==> src/rtl/gcfl_pkg.sv <==
// shared constants, codes and port bundles of the grouped channel free-list allocator
package gcfl_pkg;

  localparam int CHANNELS = 64;
  localparam int CH_W     = $clog2(CHANNELS);
  localparam int GROUPS   = 4;
  localparam int GRP_W    = $clog2(GROUPS);
  localparam int CNT_W    = CH_W + 1;
  localparam int OWN_W    = 3;
  localparam int SPAN_RST = CHANNELS / GROUPS;

  localparam logic [OWN_W-1:0] NO_OWNER = 3'd7;

  typedef enum logic [1:0] {
    CMD_ALLOC   = 2'd0,
    CMD_FREE    = 2'd1,
    CMD_QUERY   = 2'd2,
    CMD_REBUILD = 2'd3
  } cmd_t;

  typedef enum logic [1:0] {
    STS_OK        = 2'd0,
    STS_BAD_GROUP = 2'd1,
    STS_EMPTY     = 2'd2,
    STS_NOT_ALLOC = 2'd3
  } status_t;

  typedef logic [CH_W-1:0]  chan_t;
  typedef logic [CNT_W-1:0] count_t;
  typedef logic [OWN_W-1:0] owner_t;

  typedef chan_t  span_start_t [GROUPS];
  typedef count_t span_count_t [GROUPS];

  // channel table access for one cycle
  typedef struct packed {
    logic   link_we;
    chan_t  link_waddr;
    chan_t  link_wdata;
    logic   link_re;
    chan_t  link_raddr;
    logic   own_we;
    chan_t  own_waddr;
    owner_t own_wdata;
    logic   use_we;
    chan_t  use_waddr;
    logic   use_wdata;
    logic   chan_re;
    chan_t  chan_raddr;
  } tbl_req_t;

  typedef struct packed {
    chan_t  link;
    owner_t owner;
    logic   used;
  } tbl_rsp_t;

endpackage

==> src/rtl/gcfl_span_decode.sv <==
// span compare unit: owning group of one channel under the snapshot spans
module gcfl_span_decode import gcfl_pkg::*; (
  input  chan_t       chan,
  input  span_start_t span_start,
  input  span_count_t span_count,
  output owner_t      owner
);

  logic [CNT_W:0] span_end [GROUPS];

  always_comb begin
    owner = NO_OWNER;
    // highest first so the lowest-numbered group claims an overlap
    for (int g = GROUPS - 1; g >= 0; g--) begin
      span_end[g] = {2'b00, span_start[g]} + {1'b0, span_count[g]};
      if (chan >= span_start[g] && {2'b00, chan} < span_end[g]) begin
        owner = OWN_W'(g);
      end
    end
  end

endmodule

==> src/rtl/gcfl_chan_table.sv <==
// per-channel storage: link, owner and allocated flag, registered reads
module gcfl_chan_table import gcfl_pkg::*; (
  input  logic     clk,
  input  tbl_req_t req,
  output tbl_rsp_t rsp
);

  chan_t  link_mem  [CHANNELS];
  owner_t owner_mem [CHANNELS];
  logic   used_mem  [CHANNELS];

  // one process owns the whole response register
  always_ff @(posedge clk) begin
    if (req.link_we) begin
      link_mem[req.link_waddr] <= req.link_wdata;
    end
    if (req.link_re) begin
      rsp.link <= link_mem[req.link_raddr];
    end
    if (req.own_we) begin
      owner_mem[req.own_waddr] <= req.own_wdata;
    end
    if (req.use_we) begin
      used_mem[req.use_waddr] <= req.use_wdata;
    end
    if (req.chan_re) begin
      rsp.owner <= owner_mem[req.chan_raddr];
      rsp.used  <= used_mem[req.chan_raddr];
    end
  end

endmodule

==> src/rtl/grouped_channel_free_list_allocator_top.sv <==
// top level of the grouped channel free-list allocator
//
//  channel | direction | handshake              | payload
//  --------+-----------+------------------------+-------------------------------------------
//  in      | input     | in_valid / in_stall    | cmd, group_number, channel_number
//  out     | output    | out_valid / out_stall  | status, granted_channel, idle_count
//  cfg     | input     | cfg_valid / cfg_ready  | cfg_index (register 0..7), cfg_data
//
//  alloc, free and query run as accept (table read issued), then execute
//  rebuild: the span compare unit walks one channel a cycle, then the reply executes
//  after reset the same walk runs over every channel before the first item is taken
//  execute waits while the output register holds a result that is stalled
//  cfg_ready is always high; spans are sampled when a rebuild or the reset walk starts
module grouped_channel_free_list_allocator_top import gcfl_pkg::*; (
  input  logic         clk,
  input  logic         rst,
  // item input
  input  logic         in_valid,
  output logic         in_stall,
  input  logic [1:0]   cmd,
  input  logic [2:0]   group_number,
  input  logic [5:0]   channel_number,
  // result output
  output logic         out_valid,
  input  logic         out_stall,
  output logic [1:0]   status,
  output logic [5:0]   granted_channel,
  output logic [6:0]   idle_count,
  // register writes
  input  logic         cfg_valid,
  output logic         cfg_ready,
  input  logic [2:0]   cfg_index,
  input  logic [6:0]   cfg_data
);

  typedef enum logic [2:0] {
    ST_IDLE  = 3'b001,
    ST_EXEC  = 3'b010,
    ST_SWEEP = 3'b100
  } state_t;

  state_t state;

  // configuration registers and the span snapshot used by the walk
  span_start_t cfg_start;
  span_count_t cfg_count;
  span_start_t span_start;
  span_count_t span_count;

  // per-group list control
  chan_t  list_head  [GROUPS];
  chan_t  list_tail  [GROUPS];
  count_t free_total [GROUPS];

  // captured item
  cmd_t              cmd_q;
  logic [2:0]        grp_q;
  chan_t             ch_q;

  chan_t  sweep_idx;
  logic   sweep_reply;
  owner_t sweep_owner;

  tbl_req_t tbl_req;
  tbl_rsp_t tbl_rsp;

  logic             in_accept;
  logic             out_free;
  logic             out_load;
  logic             push_en;
  logic [GRP_W-1:0] push_g;
  chan_t            push_ch;
  logic             pop_en;
  logic [GRP_W-1:0] pop_g;
  status_t          res_status;
  chan_t            res_grant;
  count_t           res_idle;
  logic [GRP_W-1:0] g_q;
  logic             grp_bad;
  logic [GRP_W-1:0] own_g;

  assign cfg_ready = 1'b1;
  assign in_stall  = (state != ST_IDLE);
  assign in_accept = in_valid && !in_stall;
  assign out_free  = !out_valid || !out_stall;

  assign g_q     = grp_q[GRP_W-1:0];
  assign grp_bad = (grp_q >= 3'(GROUPS));
  assign own_g   = tbl_rsp.owner[GRP_W-1:0];

  // the shared compare unit, stepped over every channel during a walk
  gcfl_span_decode u_span (
    .chan       (sweep_idx),
    .span_start (span_start),
    .span_count (span_count),
    .owner      (sweep_owner)
  );

  gcfl_chan_table u_table (
    .clk (clk),
    .req (tbl_req),
    .rsp (tbl_rsp)
  );

  always_comb begin
    tbl_req    = '0;
    push_en    = 1'b0;
    push_g     = '0;
    push_ch    = '0;
    pop_en     = 1'b0;
    pop_g      = '0;
    out_load   = 1'b0;
    res_status = STS_OK;
    res_grant  = '0;
    res_idle   = '0;

    case (state)
      ST_IDLE: begin
        if (in_accept) begin
          // fetch the successor of the head and the channel's owner and flag
          tbl_req.link_re    = 1'b1;
          tbl_req.link_raddr = list_head[group_number[GRP_W-1:0]];
          tbl_req.chan_re    = 1'b1;
          tbl_req.chan_raddr = channel_number;
        end
      end
      ST_SWEEP: begin
        tbl_req.own_we    = 1'b1;
        tbl_req.own_waddr = sweep_idx;
        tbl_req.own_wdata = sweep_owner;
        tbl_req.use_we    = 1'b1;
        tbl_req.use_waddr = sweep_idx;
        tbl_req.use_wdata = 1'b0;
        if (sweep_owner < OWN_W'(GROUPS)) begin
          push_en = 1'b1;
          push_g  = sweep_owner[GRP_W-1:0];
          push_ch = sweep_idx;
        end
      end
      ST_EXEC: begin
        if (out_free) begin
          out_load = 1'b1;
          case (cmd_q)
            CMD_ALLOC: begin
              if (grp_bad) begin
                res_status = STS_BAD_GROUP;
              end else if (free_total[g_q] == '0) begin
                res_status = STS_EMPTY;
              end else begin
                pop_en            = 1'b1;
                pop_g             = g_q;
                res_grant         = list_head[g_q];
                res_idle          = free_total[g_q] - CNT_W'(1);
                tbl_req.use_we    = 1'b1;
                tbl_req.use_waddr = list_head[g_q];
                tbl_req.use_wdata = 1'b1;
              end
            end
            CMD_FREE: begin
              if (tbl_rsp.owner >= OWN_W'(GROUPS)) begin
                res_status = STS_NOT_ALLOC;
              end else if (!tbl_rsp.used) begin
                res_status = STS_NOT_ALLOC;
                res_idle   = free_total[own_g];
              end else begin
                push_en           = 1'b1;
                push_g            = own_g;
                push_ch           = ch_q;
                res_idle          = free_total[own_g] + CNT_W'(1);
                tbl_req.use_we    = 1'b1;
                tbl_req.use_waddr = ch_q;
                tbl_req.use_wdata = 1'b0;
              end
            end
            default: begin
              // query, and the reply after a rebuild walk
              if (grp_bad) begin
                res_status = STS_BAD_GROUP;
              end else begin
                res_idle = free_total[g_q];
              end
            end
          endcase
        end
      end
      default: begin
      end
    endcase

    // tail append: link the old tail only when the list is not empty
    if (push_en && free_total[push_g] != '0) begin
      tbl_req.link_we    = 1'b1;
      tbl_req.link_waddr = list_tail[push_g];
      tbl_req.link_wdata = push_ch;
    end
  end

  // register file writes
  always_ff @(posedge clk) begin
    if (rst) begin
      for (int g = 0; g < GROUPS; g++) begin
        cfg_start[g] <= CH_W'(g * SPAN_RST);
        cfg_count[g] <= CNT_W'(SPAN_RST);
      end
    end else if (cfg_valid && cfg_ready) begin
      if (cfg_index[0]) begin
        cfg_count[cfg_index[2:1]] <= cfg_data;
      end else begin
        cfg_start[cfg_index[2:1]] <= cfg_data[CH_W-1:0];
      end
    end
  end

  // sequencer
  always_ff @(posedge clk) begin
    if (rst) begin
      state       <= ST_SWEEP;
      sweep_idx   <= '0;
      sweep_reply <= 1'b0;
      for (int g = 0; g < GROUPS; g++) begin
        span_start[g] <= CH_W'(g * SPAN_RST);
        span_count[g] <= CNT_W'(SPAN_RST);
      end
    end else begin
      case (state)
        ST_IDLE: begin
          if (in_accept) begin
            if (cmd_t'(cmd) == CMD_REBUILD) begin
              state       <= ST_SWEEP;
              sweep_idx   <= '0;
              sweep_reply <= 1'b1;
              span_start  <= cfg_start;
              span_count  <= cfg_count;
            end else begin
              state <= ST_EXEC;
            end
          end
        end
        ST_SWEEP: begin
          sweep_idx <= sweep_idx + CH_W'(1);
          if (sweep_idx == CH_W'(CHANNELS - 1)) begin
            state <= sweep_reply ? ST_EXEC : ST_IDLE;
          end
        end
        ST_EXEC: begin
          if (out_free) begin
            state <= ST_IDLE;
          end
        end
        default: begin
          state <= ST_IDLE;
        end
      endcase
    end
  end

  // item capture
  always_ff @(posedge clk) begin
    if (in_accept) begin
      cmd_q <= cmd_t'(cmd);
      grp_q <= group_number;
      ch_q  <= channel_number;
    end
  end

  // list heads, tails and free counts
  always_ff @(posedge clk) begin
    if (rst || (in_accept && cmd_t'(cmd) == CMD_REBUILD)) begin
      for (int g = 0; g < GROUPS; g++) begin
        list_head[g]  <= '0;
        list_tail[g]  <= '0;
        free_total[g] <= '0;
      end
    end else begin
      if (push_en) begin
        if (free_total[push_g] == '0) begin
          list_head[push_g] <= push_ch;
        end
        list_tail[push_g]  <= push_ch;
        free_total[push_g] <= free_total[push_g] + CNT_W'(1);
      end
      if (pop_en) begin
        list_head[pop_g]  <= tbl_rsp.link;
        free_total[pop_g] <= free_total[pop_g] - CNT_W'(1);
      end
    end
  end

  // output register
  always_ff @(posedge clk) begin
    if (rst) begin
      out_valid <= 1'b0;
    end else if (out_load) begin
      out_valid <= 1'b1;
    end else if (!out_stall) begin
      out_valid <= 1'b0;
    end
  end

  always_ff @(posedge clk) begin
    if (out_load) begin
      status          <= res_status;
      granted_channel <= res_grant;
      idle_count      <= res_idle;
    end
  end

  // a free count never passes the number of channels
  a_free_bound: assert property (@(posedge clk) disable iff (rst)
    free_total[0] <= CNT_W'(CHANNELS) && free_total[1] <= CNT_W'(CHANNELS) &&
    free_total[2] <= CNT_W'(CHANNELS) && free_total[3] <= CNT_W'(CHANNELS))
    else $error("free count above channel count");

  // a new result only ever comes out of the execute step
  a_result_src: assert property (@(posedge clk) disable iff (rst)
    (out_load == 1'b0 && !(out_valid && out_stall)) |=> !out_valid)
    else $error("result appeared without execute");

  // a refused item never hands out a channel number
  a_grant_zero: assert property (@(posedge clk) disable iff (rst)
    (out_valid && status != STS_OK) |-> granted_channel == '0)
    else $error("channel granted by a refused item");

  // an accepted item blocks the input for at least the next cycle
  a_one_item: assert property (@(posedge clk) disable iff (rst)
    in_accept |=> in_stall)
    else $error("second item taken while one is at work");

endmodule

==> config.mk <==
export PLATFORM = sky130hd
export DESIGN_NAME = grouped_channel_free_list_allocator_top
export DESIGN_NICKNAME = d
export VERILOG_FILES = /design/src/rtl/gcfl_pkg.sv /design/src/rtl/gcfl_span_decode.sv /design/src/rtl/gcfl_chan_table.sv /design/src/rtl/grouped_channel_free_list_allocator_top.sv
export SDC_FILE = /design/constraint.sdc
export NUM_CORES = 1
export LEC_CHECK = 0
export ABC_AREA = 1
export BUFFER_PORTS_ARGS = -buffer_cell sky130_fd_sc_hd__buf_2
export CORE_ASPECT_RATIO = 1.5
export CORE_MARGIN = 2
export CORE_UTILIZATION = 25
export CTS_CLUSTER_DIAMETER = 200
export DETAILED_ROUTE_END_ITERATION = 10
export PLACE_DENSITY = 0.36
export SYNTH_ARGS = -nofsm -noshare
export SYNTH_HDL_FRONTEND = slang
export SYNTH_HIERARCHICAL = 1
export SYNTH_SLANG_ARGS = --single-unit
==> constraint.sdc <==
create_clock -name clk -period 7.56 [get_ports clk]
set_clock_uncertainty 0.05 [all_clocks]
set_input_delay 0.756 -clock clk [delete_from_list [all_inputs] [get_ports clk]]
set_output_delay 0.756 -clock clk [all_outputs]
set_load 0.05 [all_outputs]
==> results of run 1 <==
[through the flow]
step                      util (%)  setup slack, ns  power, mW  instances  hold slack, ns
after detailed placement      26.8            0.738       8.64       6139           0.404
after CTS                     28.9            0.734       13.7       6312           0.123
after floorplan                  -             1.19       7.45       4141           0.379
after global placement        26.8            0.770       8.64       6139           0.400
after global routing          28.9            0.362       14.1       6313           0.155
final                         28.9            0.872       13.4       6314           0.180
[cell families (layout without fill, tap and decap cells)]
kind of cell / after synthesis / count (layout)
DFF: 869 / 869
other: 1 / 3
buffers and inverters: 419 / 509
muxes: 2 / 2
AOI/OAI and AO/OA: 304 / 304
adders and majority gates: 78 / 78
xor gates and xnor gates: 22 / 22
and+or+nand+nor: 2446 / 2446
[worst paths after layout]
| check | startpoint | to | cells past startpoint |
|---|---|---|---|
| min reg2reg | span_count[4] | span_count[4] | 2 |
| min | group_number[2] | grp_q[2] | 1 |
| max reg2reg | span_start[6] | u_table/link_mem[9][0] | 29 |
| max | span_start[6] | u_table/link_mem[9][0] | 29 |
[power breakdown]
part / total [mW] / internal [mW] / switching (mW)
combinational: 2.67 / 0.609 / 2.06
sequential: 5.80 / 5.64 / 0.155
clock: 4.96 / 2.91 / 2.05
total: 13.4 / 9.17 / 4.26
[cell usage in the layout (no fill, tap or decap), types with 5 or more instances in the layout]
master     Yosys  routed
nand2_1     1174    1174
edfxtp_1     752     752
nand3_1      639     639
nor2_1       530     520
inv_1        203     200
o21ai_0      162     162
dfxtp_1      117     117
clkbuf_16      0      94
a21oi_1       76      75
ha_1          74      74
buf_4         17      56
buf_2         85      42
nand4_1       34      34
clkbuf_1      70      24
inv_2         23      22
nor2_4         8      19
nor3_1        18      18
xor2_1        17      17
bufinv_16      0      16
clkinv_2       0      15
clkinv_1       3      12
o211ai_1      12      12
nand2_2        9       9
o22ai_1       10       8
a22oi_1        8       8
or2_2          8       8
nor2_2         8       7
a31oi_1        6       6
a21boi_0       6       6
buf_12         0       6
xnor2_1        5       5
clkbuf_8       0       5
[area by class of cell]
| type | instances | area, um^2 | area share (%) |
|---|---|---|---|
| timing repair buffer | 104 | 751 | 1.64 |
| clock buffer | 124 | 2520 | 5.49 |
| clock inverter | 49 | 748 | 1.63 |
| sequential | 869 | 24900 | 54.4 |
| multi-input combinational | 2853 | 13400 | 29.3 |
| tap | 2081 | 2600 | 5.68 |
| inverter | 232 | 890 | 1.94 |
| antenna | 2 | 5.00 | 0.0109 |
[flip-flops by register name, summed over array words and instances, names as in the netlist, named ones only]
register and flops:
sweep_reply 1, idle_count 7, free_total 28, granted_channel 6, span_start 24, u_table/rsp 10
status 2, u_table/owner_mem 192, u_table/link_mem 384, cfg_count 28, span_count 28, ch_q 6
state 3, cmd_q 2, out_valid 1, u_table/used_mem 64, sweep_idx 6, cfg_start 24
list_tail 24, grp_q 3, list_head 24
[metal layers]
layer	global-route usage (%)	part of all wire (%)	up-vias
li1	-	-	14129
met1	18.9	42	14061
met2	29.4	52	491
met3	2.21	3.4	178
met4	4.85	2.5	8
met5	0	0.041	-
==> metrics.csv, run 1 <==
stage;metric;value;unit
status;run_status;finished, final reports clean;
power_and_ir_drop;ir_worst_vdd;0.155;mV
die;dieHeight;494;um
synth;synthMostInstantiatedCell;nand2_1;
synth;yosysTopAreaCellShare;56.4;%
sta;tightest_slew;1.24;ns
grt;gr-total-overflow;0;
sta;rsz0062_at_grt;no;
sta;period_share;88.5;%
cts;clk_pin_slew;0.06;ns
final_layout;nNetsFinal;4258;
synth;synth_simple_gate_area_share;25.9;%
worst_setup_path;crit_top_cell;nand2_1;
worst_setup_path;r2r_slack;0.87;ns
synth;netlist_area;0.0400;mm^2
synth;yosysTopAreaCell;edfxtp_1;
die;die_w;331;um
detailed_routing;route.vias.total;28867;
synth;synth-edff-count;752;
power_and_ir_drop;power_leakage;17.1;nW
cts;hold_buffers;0;
worst_setup_path;crit_path_end_kind;flip-flop;
worst_setup_path;cp_top_family;simple AND/OR/NAND/NOR gates;
job;cap_violations;0;
worst_setup_path;start_kind;flip-flop;
synth;synth_warnings;6;
sta;hold_violations;0;
place;dp_hpwl;84000;um
detailed_routing;avgViaCountPerCell;4.57;
synth;synth.distinct_cells;57;
synth;syn_inst;4141;
cts;clk_latency;0.71;ns
cts;cts_tree;done;
die;start_util;25.2;%
synth;synth_nets;4245;
final_layout;drive_gt1_share;8.08;%
grt;grt_usage;15.9;%
synth;avgSynthCellArea;9.66;um^2
grt;grt_max_degree;135;
sta;setup_tns;0;ns
detailed_routing;drt_iter0_drc;1781;
sta;slew_headroom;17.4;%
sta;setup_violations;0;
cts;cts_resized;0;
grt;grt_pass1_vias;29851;
grt;grt_pass1_wl;194000;um
synth;synth_compound_area_share;4.23;%
synth;synth_common_cells;nand2_1, edfxtp_1, nand3_1;
synth;synth-async-reset-ratio;0;%
sta;max_freq;150;MHz
worst_setup_path;critPathMaxFanout;32;
cts;cts_setup_buffers;0;
place;place_area;0.0426;mm^2
power_and_ir_drop;power_density;293;mW/mm^2
hold_path;hp-class;in -> reg;
synth;synthAdderAreaFrac;2.51;%
worst_setup_path;cp.required;7.85;ns
detailed_routing;drt_first_pass_iters;5;
cts;cts_buffers;94;
worst_setup_path;critical-path-slowest-cell;nor2_1;
worst_setup_path;crit_type;reg -> reg;
detailed_routing;final_antenna_net_count;0;
synth;synth_seq_area_share;62.3;%
cts;clkSinkCount;869;
detailed_routing;wire_per_inst;20.7;um
final_layout;area_delta_synth_final;14.6;%
sta;drv_slew;0;
die;num_rows;179;
grt;antenna_found_initial;10;
place;gp_congestion;0.801;
place;numPortBuffers;42;
final_layout;stdcell_area;0.0459;mm^2
cts;cts_buffer_depth;3;
synth;netlist_top_cells_area;edfxtp_1, nand2_1, nand3_1, dfxtp_1, nor2_1;
synth;synthXorXnorAreaFrac;0.482;%
final_layout;n_fill_cell;16770;
worst_setup_path;worst-path-buf-inv;3;
synth;synth_top_family_by_area;simple AND/OR/NAND/NOR gates;
die;design.core.area;0.159;mm^2
worst_setup_path;worstPathArrival;6.98;ns
die;io_pins;44;
synth;synth_seq_cells;869;
detailed_routing;drcViolationCount;0;
worst_setup_path;slowest_delay;0.71;ns
synth;synthFlopType;edfxtp_1;
sta;period_needed;6.69;ns
detailed_routing;drt-total-wl;131000;um
cts;cts_root_buffer;clkbuf_16;
synth;synth.area.mux_share;0.0594;%
die;dieArea;0.163;mm^2
cts;htree_levels;3;
Note: power is estimated with default switching activity, not from simulation.
==> run 2: changes to the inputs <==
--- a/config.mk
+++ b/config.mk
@@ -12,7 +12,8 @@
 export CORE_UTILIZATION = 25
 export CTS_CLUSTER_DIAMETER = 200
 export DETAILED_ROUTE_END_ITERATION = 10
-export PLACE_DENSITY = 0.36
+export PLACE_DENSITY = 0.35
+export SETUP_SLACK_MARGIN = 0.02
 export SYNTH_ARGS = -nofsm -noshare
 export SYNTH_HDL_FRONTEND = slang
 export SYNTH_HIERARCHICAL = 1
==> run 2 against run 1 <==
  * Global-route usage rose by 0.23 points
  * Setup slack improved by 0.41 ns
  * Largest power group unchanged
  * Clock-buffer cell count fell by 7
  * Design area fell by 0.62%
  * Die area did not move
==> metrics.csv, run 2 (synthesis gave the netlist of run 1 again) <==
stage;metric;value;unit
detailed_routing;drt-total-wl;132000;um
power_and_ir_drop;ir_worst_vdd;0.184;mV
sta;rsz0062_at_grt;no;
worst_setup_path;crit_top_cell;nand2_1;
sta;max_freq;159;MHz
detailed_routing;avgViaCountPerCell;4.58;
sta;fin_ws;1.28;ns
grt;antenna_found_initial;2;
worst_setup_path;crit_path_end_kind;flip-flop;
hold_path;hp-class;in -> reg;
cts;cts_setup_buffers;0;
worst_setup_path;crit_type;reg -> reg;
job;cap_violations;0;
die;dieHeight;494;um
sta;slew_headroom;23.3;%
place;dp_hpwl;86300;um
sta;period_share;83.1;%
cts;clk_latency;0.71;ns
final_layout;finish.utilization;28.7;%
place;place_area;0.0426;mm^2
worst_setup_path;critPathMaxFanout;32;
place;placed_cells;6132;
final_layout;stdcell_area;0.0456;mm^2
final_layout;drive_gt1_share;8.00;%
grt;grt_max_degree;137;
final_layout;nNetsFinal;4247;
sta;tightest_slew;1.15;ns
worst_setup_path;rr_worst_depth;31;
die;io_pins;44;
power_and_ir_drop;power_leakage;17.0;nW
worst_setup_path;worstPathArrival;6.57;ns
final_layout;reg_top3;u_table/link_mem (384), u_table/owner_mem (192), u_table/used_mem (64);
place;numPortBuffers;42;
worst_setup_path;start_kind;flip-flop;
hold_path;holdPathStages;1;
worst_setup_path;cp.required;7.85;ns
worst_setup_path;reg2reg_from;span_start[6];
cts;htree_levels;3;
cts;hold_buffers;0;
sta;drv_slew;0;
final_layout;largest_reg_flops;384;
worst_setup_path;cp_top_family;simple AND/OR/NAND/NOR gates;
worst_setup_path;critical-path-slowest-cell;nand4_1;
die;start_util;25.2;%
final_layout;fin_cells;6298;
grt;grt_usage;16.2;%
sta;setup_tns;0;ns
detailed_routing;wire_per_inst;21.0;um
cts;cts_root_buffer;clkbuf_16;
power_and_ir_drop;power_density;287;mW/mm^2
sta;period_needed;6.28;ns
sta;setup_violations;0;
final_layout;layout_commonest_cell;nand2_1;
place;gp_congestion;0.790;
grt;grt_pass1_vias;29707;
hold_path;hold_path_startpoint;group_number[2];
grt;grt_pass1_wl;196000;um
final_layout;area_delta_synth_final;13.9;%
worst_setup_path;worst-path-buf-inv;5;
detailed_routing;route.vias.total;28832;
detailed_routing;drt_first_pass_iters;8;
grt;gr-total-overflow;0;
die;dieArea;0.163;mm^2
detailed_routing;final_antenna_net_count;0;
hold_path;hold_end;grp_q[2];
die;die_w;331;um
die;design.core.area;0.159;mm^2
sta;hold_violations;0;
detailed_routing;drt_iter0_drc;1641;
status;run_status;finished, final reports clean;
worst_setup_path;worstReg2RegEnd;u_table/link_mem[62][1];
cts;cts_tree;done;
worst_setup_path;slowest_delay;0.46;ns
cts;clkSinkCount;869;
cts;cts_buffers;90;
cts;clk_pin_slew;0.06;ns
die;num_rows;179;
detailed_routing;drcViolationCount;0;
cts;cts_buffer_depth;3;
final_layout;n_fill_cell;16661;
worst_setup_path;r2r_slack;1.28;ns
place;place_ws;1.18;ns
final_layout;regMostFlops;u_table/link_mem;
final_layout;layout_common_cells;nand2_1, edfxtp_1, nand3_1;
cts;cts_resized;0;
## run 2: stage by stage
| step | hold slack, ns | power [mW] |
|---|---|---|
| 6_report | 0.197 | 13.1 |
| 5_1_grt | 0.171 | 13.7 |
| 4_1_cts | 0.135 | 13.3 |
| 3_5_place_dp | 0.399 | 8.69 |
| 3_3_place_gp | 0.389 | 8.71 |
| 2_1_floorplan | 0.379 | 7.45 |
## run 2: metal layers
| layer | vias up | track usage, % | share of wire, % |
|---|---|---|---|
| met5 | - | 0 | 0 |
| met4 | 0 | 4.59 | 2.3 |
| met3 | 132 | 1.79 | 2.7 |
| met2 | 415 | 30.2 | 53 |
| met1 | 14178 | 19.3 | 42 |
| li1 | 14107 | - | - |
## run 2: final cells by class
| type | count | area, um^2 | area share [%] |
|---|---|---|---|
| Sequential cell | 869 | 24900 | 54.7 |
| Multi-Input combinational cell | 2853 | 13400 | 29.5 |
| Tap cell | 2081 | 2600 | 5.71 |
| Clock buffer | 117 | 2470 | 5.42 |
| Inverter | 232 | 891 | 1.96 |
| Timing Repair Buffer | 97 | 736 | 1.61 |
| Clock inverter | 47 | 515 | 1.13 |
| Antenna cell | 2 | 5.00 | 0.0110 |
## run 2: how the worst max path moves through the flow
stage | startpoint | endpoint | slack, ns | cells past startpoint
after floorplan | span_start[18] | u_table/link_mem[0][0] | 1.19 | 28
after global placement | span_start[6] | u_table/link_mem[41][3] | 1.16 | 29
after detailed placement | span_start[6] | u_table/link_mem[23][3] | 1.18 | 30
after CTS | span_start[6] | u_table/link_mem[23][0] | 1.16 | 30
after global routing | span_start[10] | u_table/link_mem[22][1] | 0.74 | 29
final | span_start[6] | u_table/link_mem[62][1] | 1.28 | 31
## run 2: power by group
| group | internal [mW] | switching (mW) |
|---|---|---|
| clock | 2.59 | 1.97 |
| sequential | 5.64 | 0.169 |
| combinational | 0.609 | 2.10 |
| total | 8.84 | 4.24 |
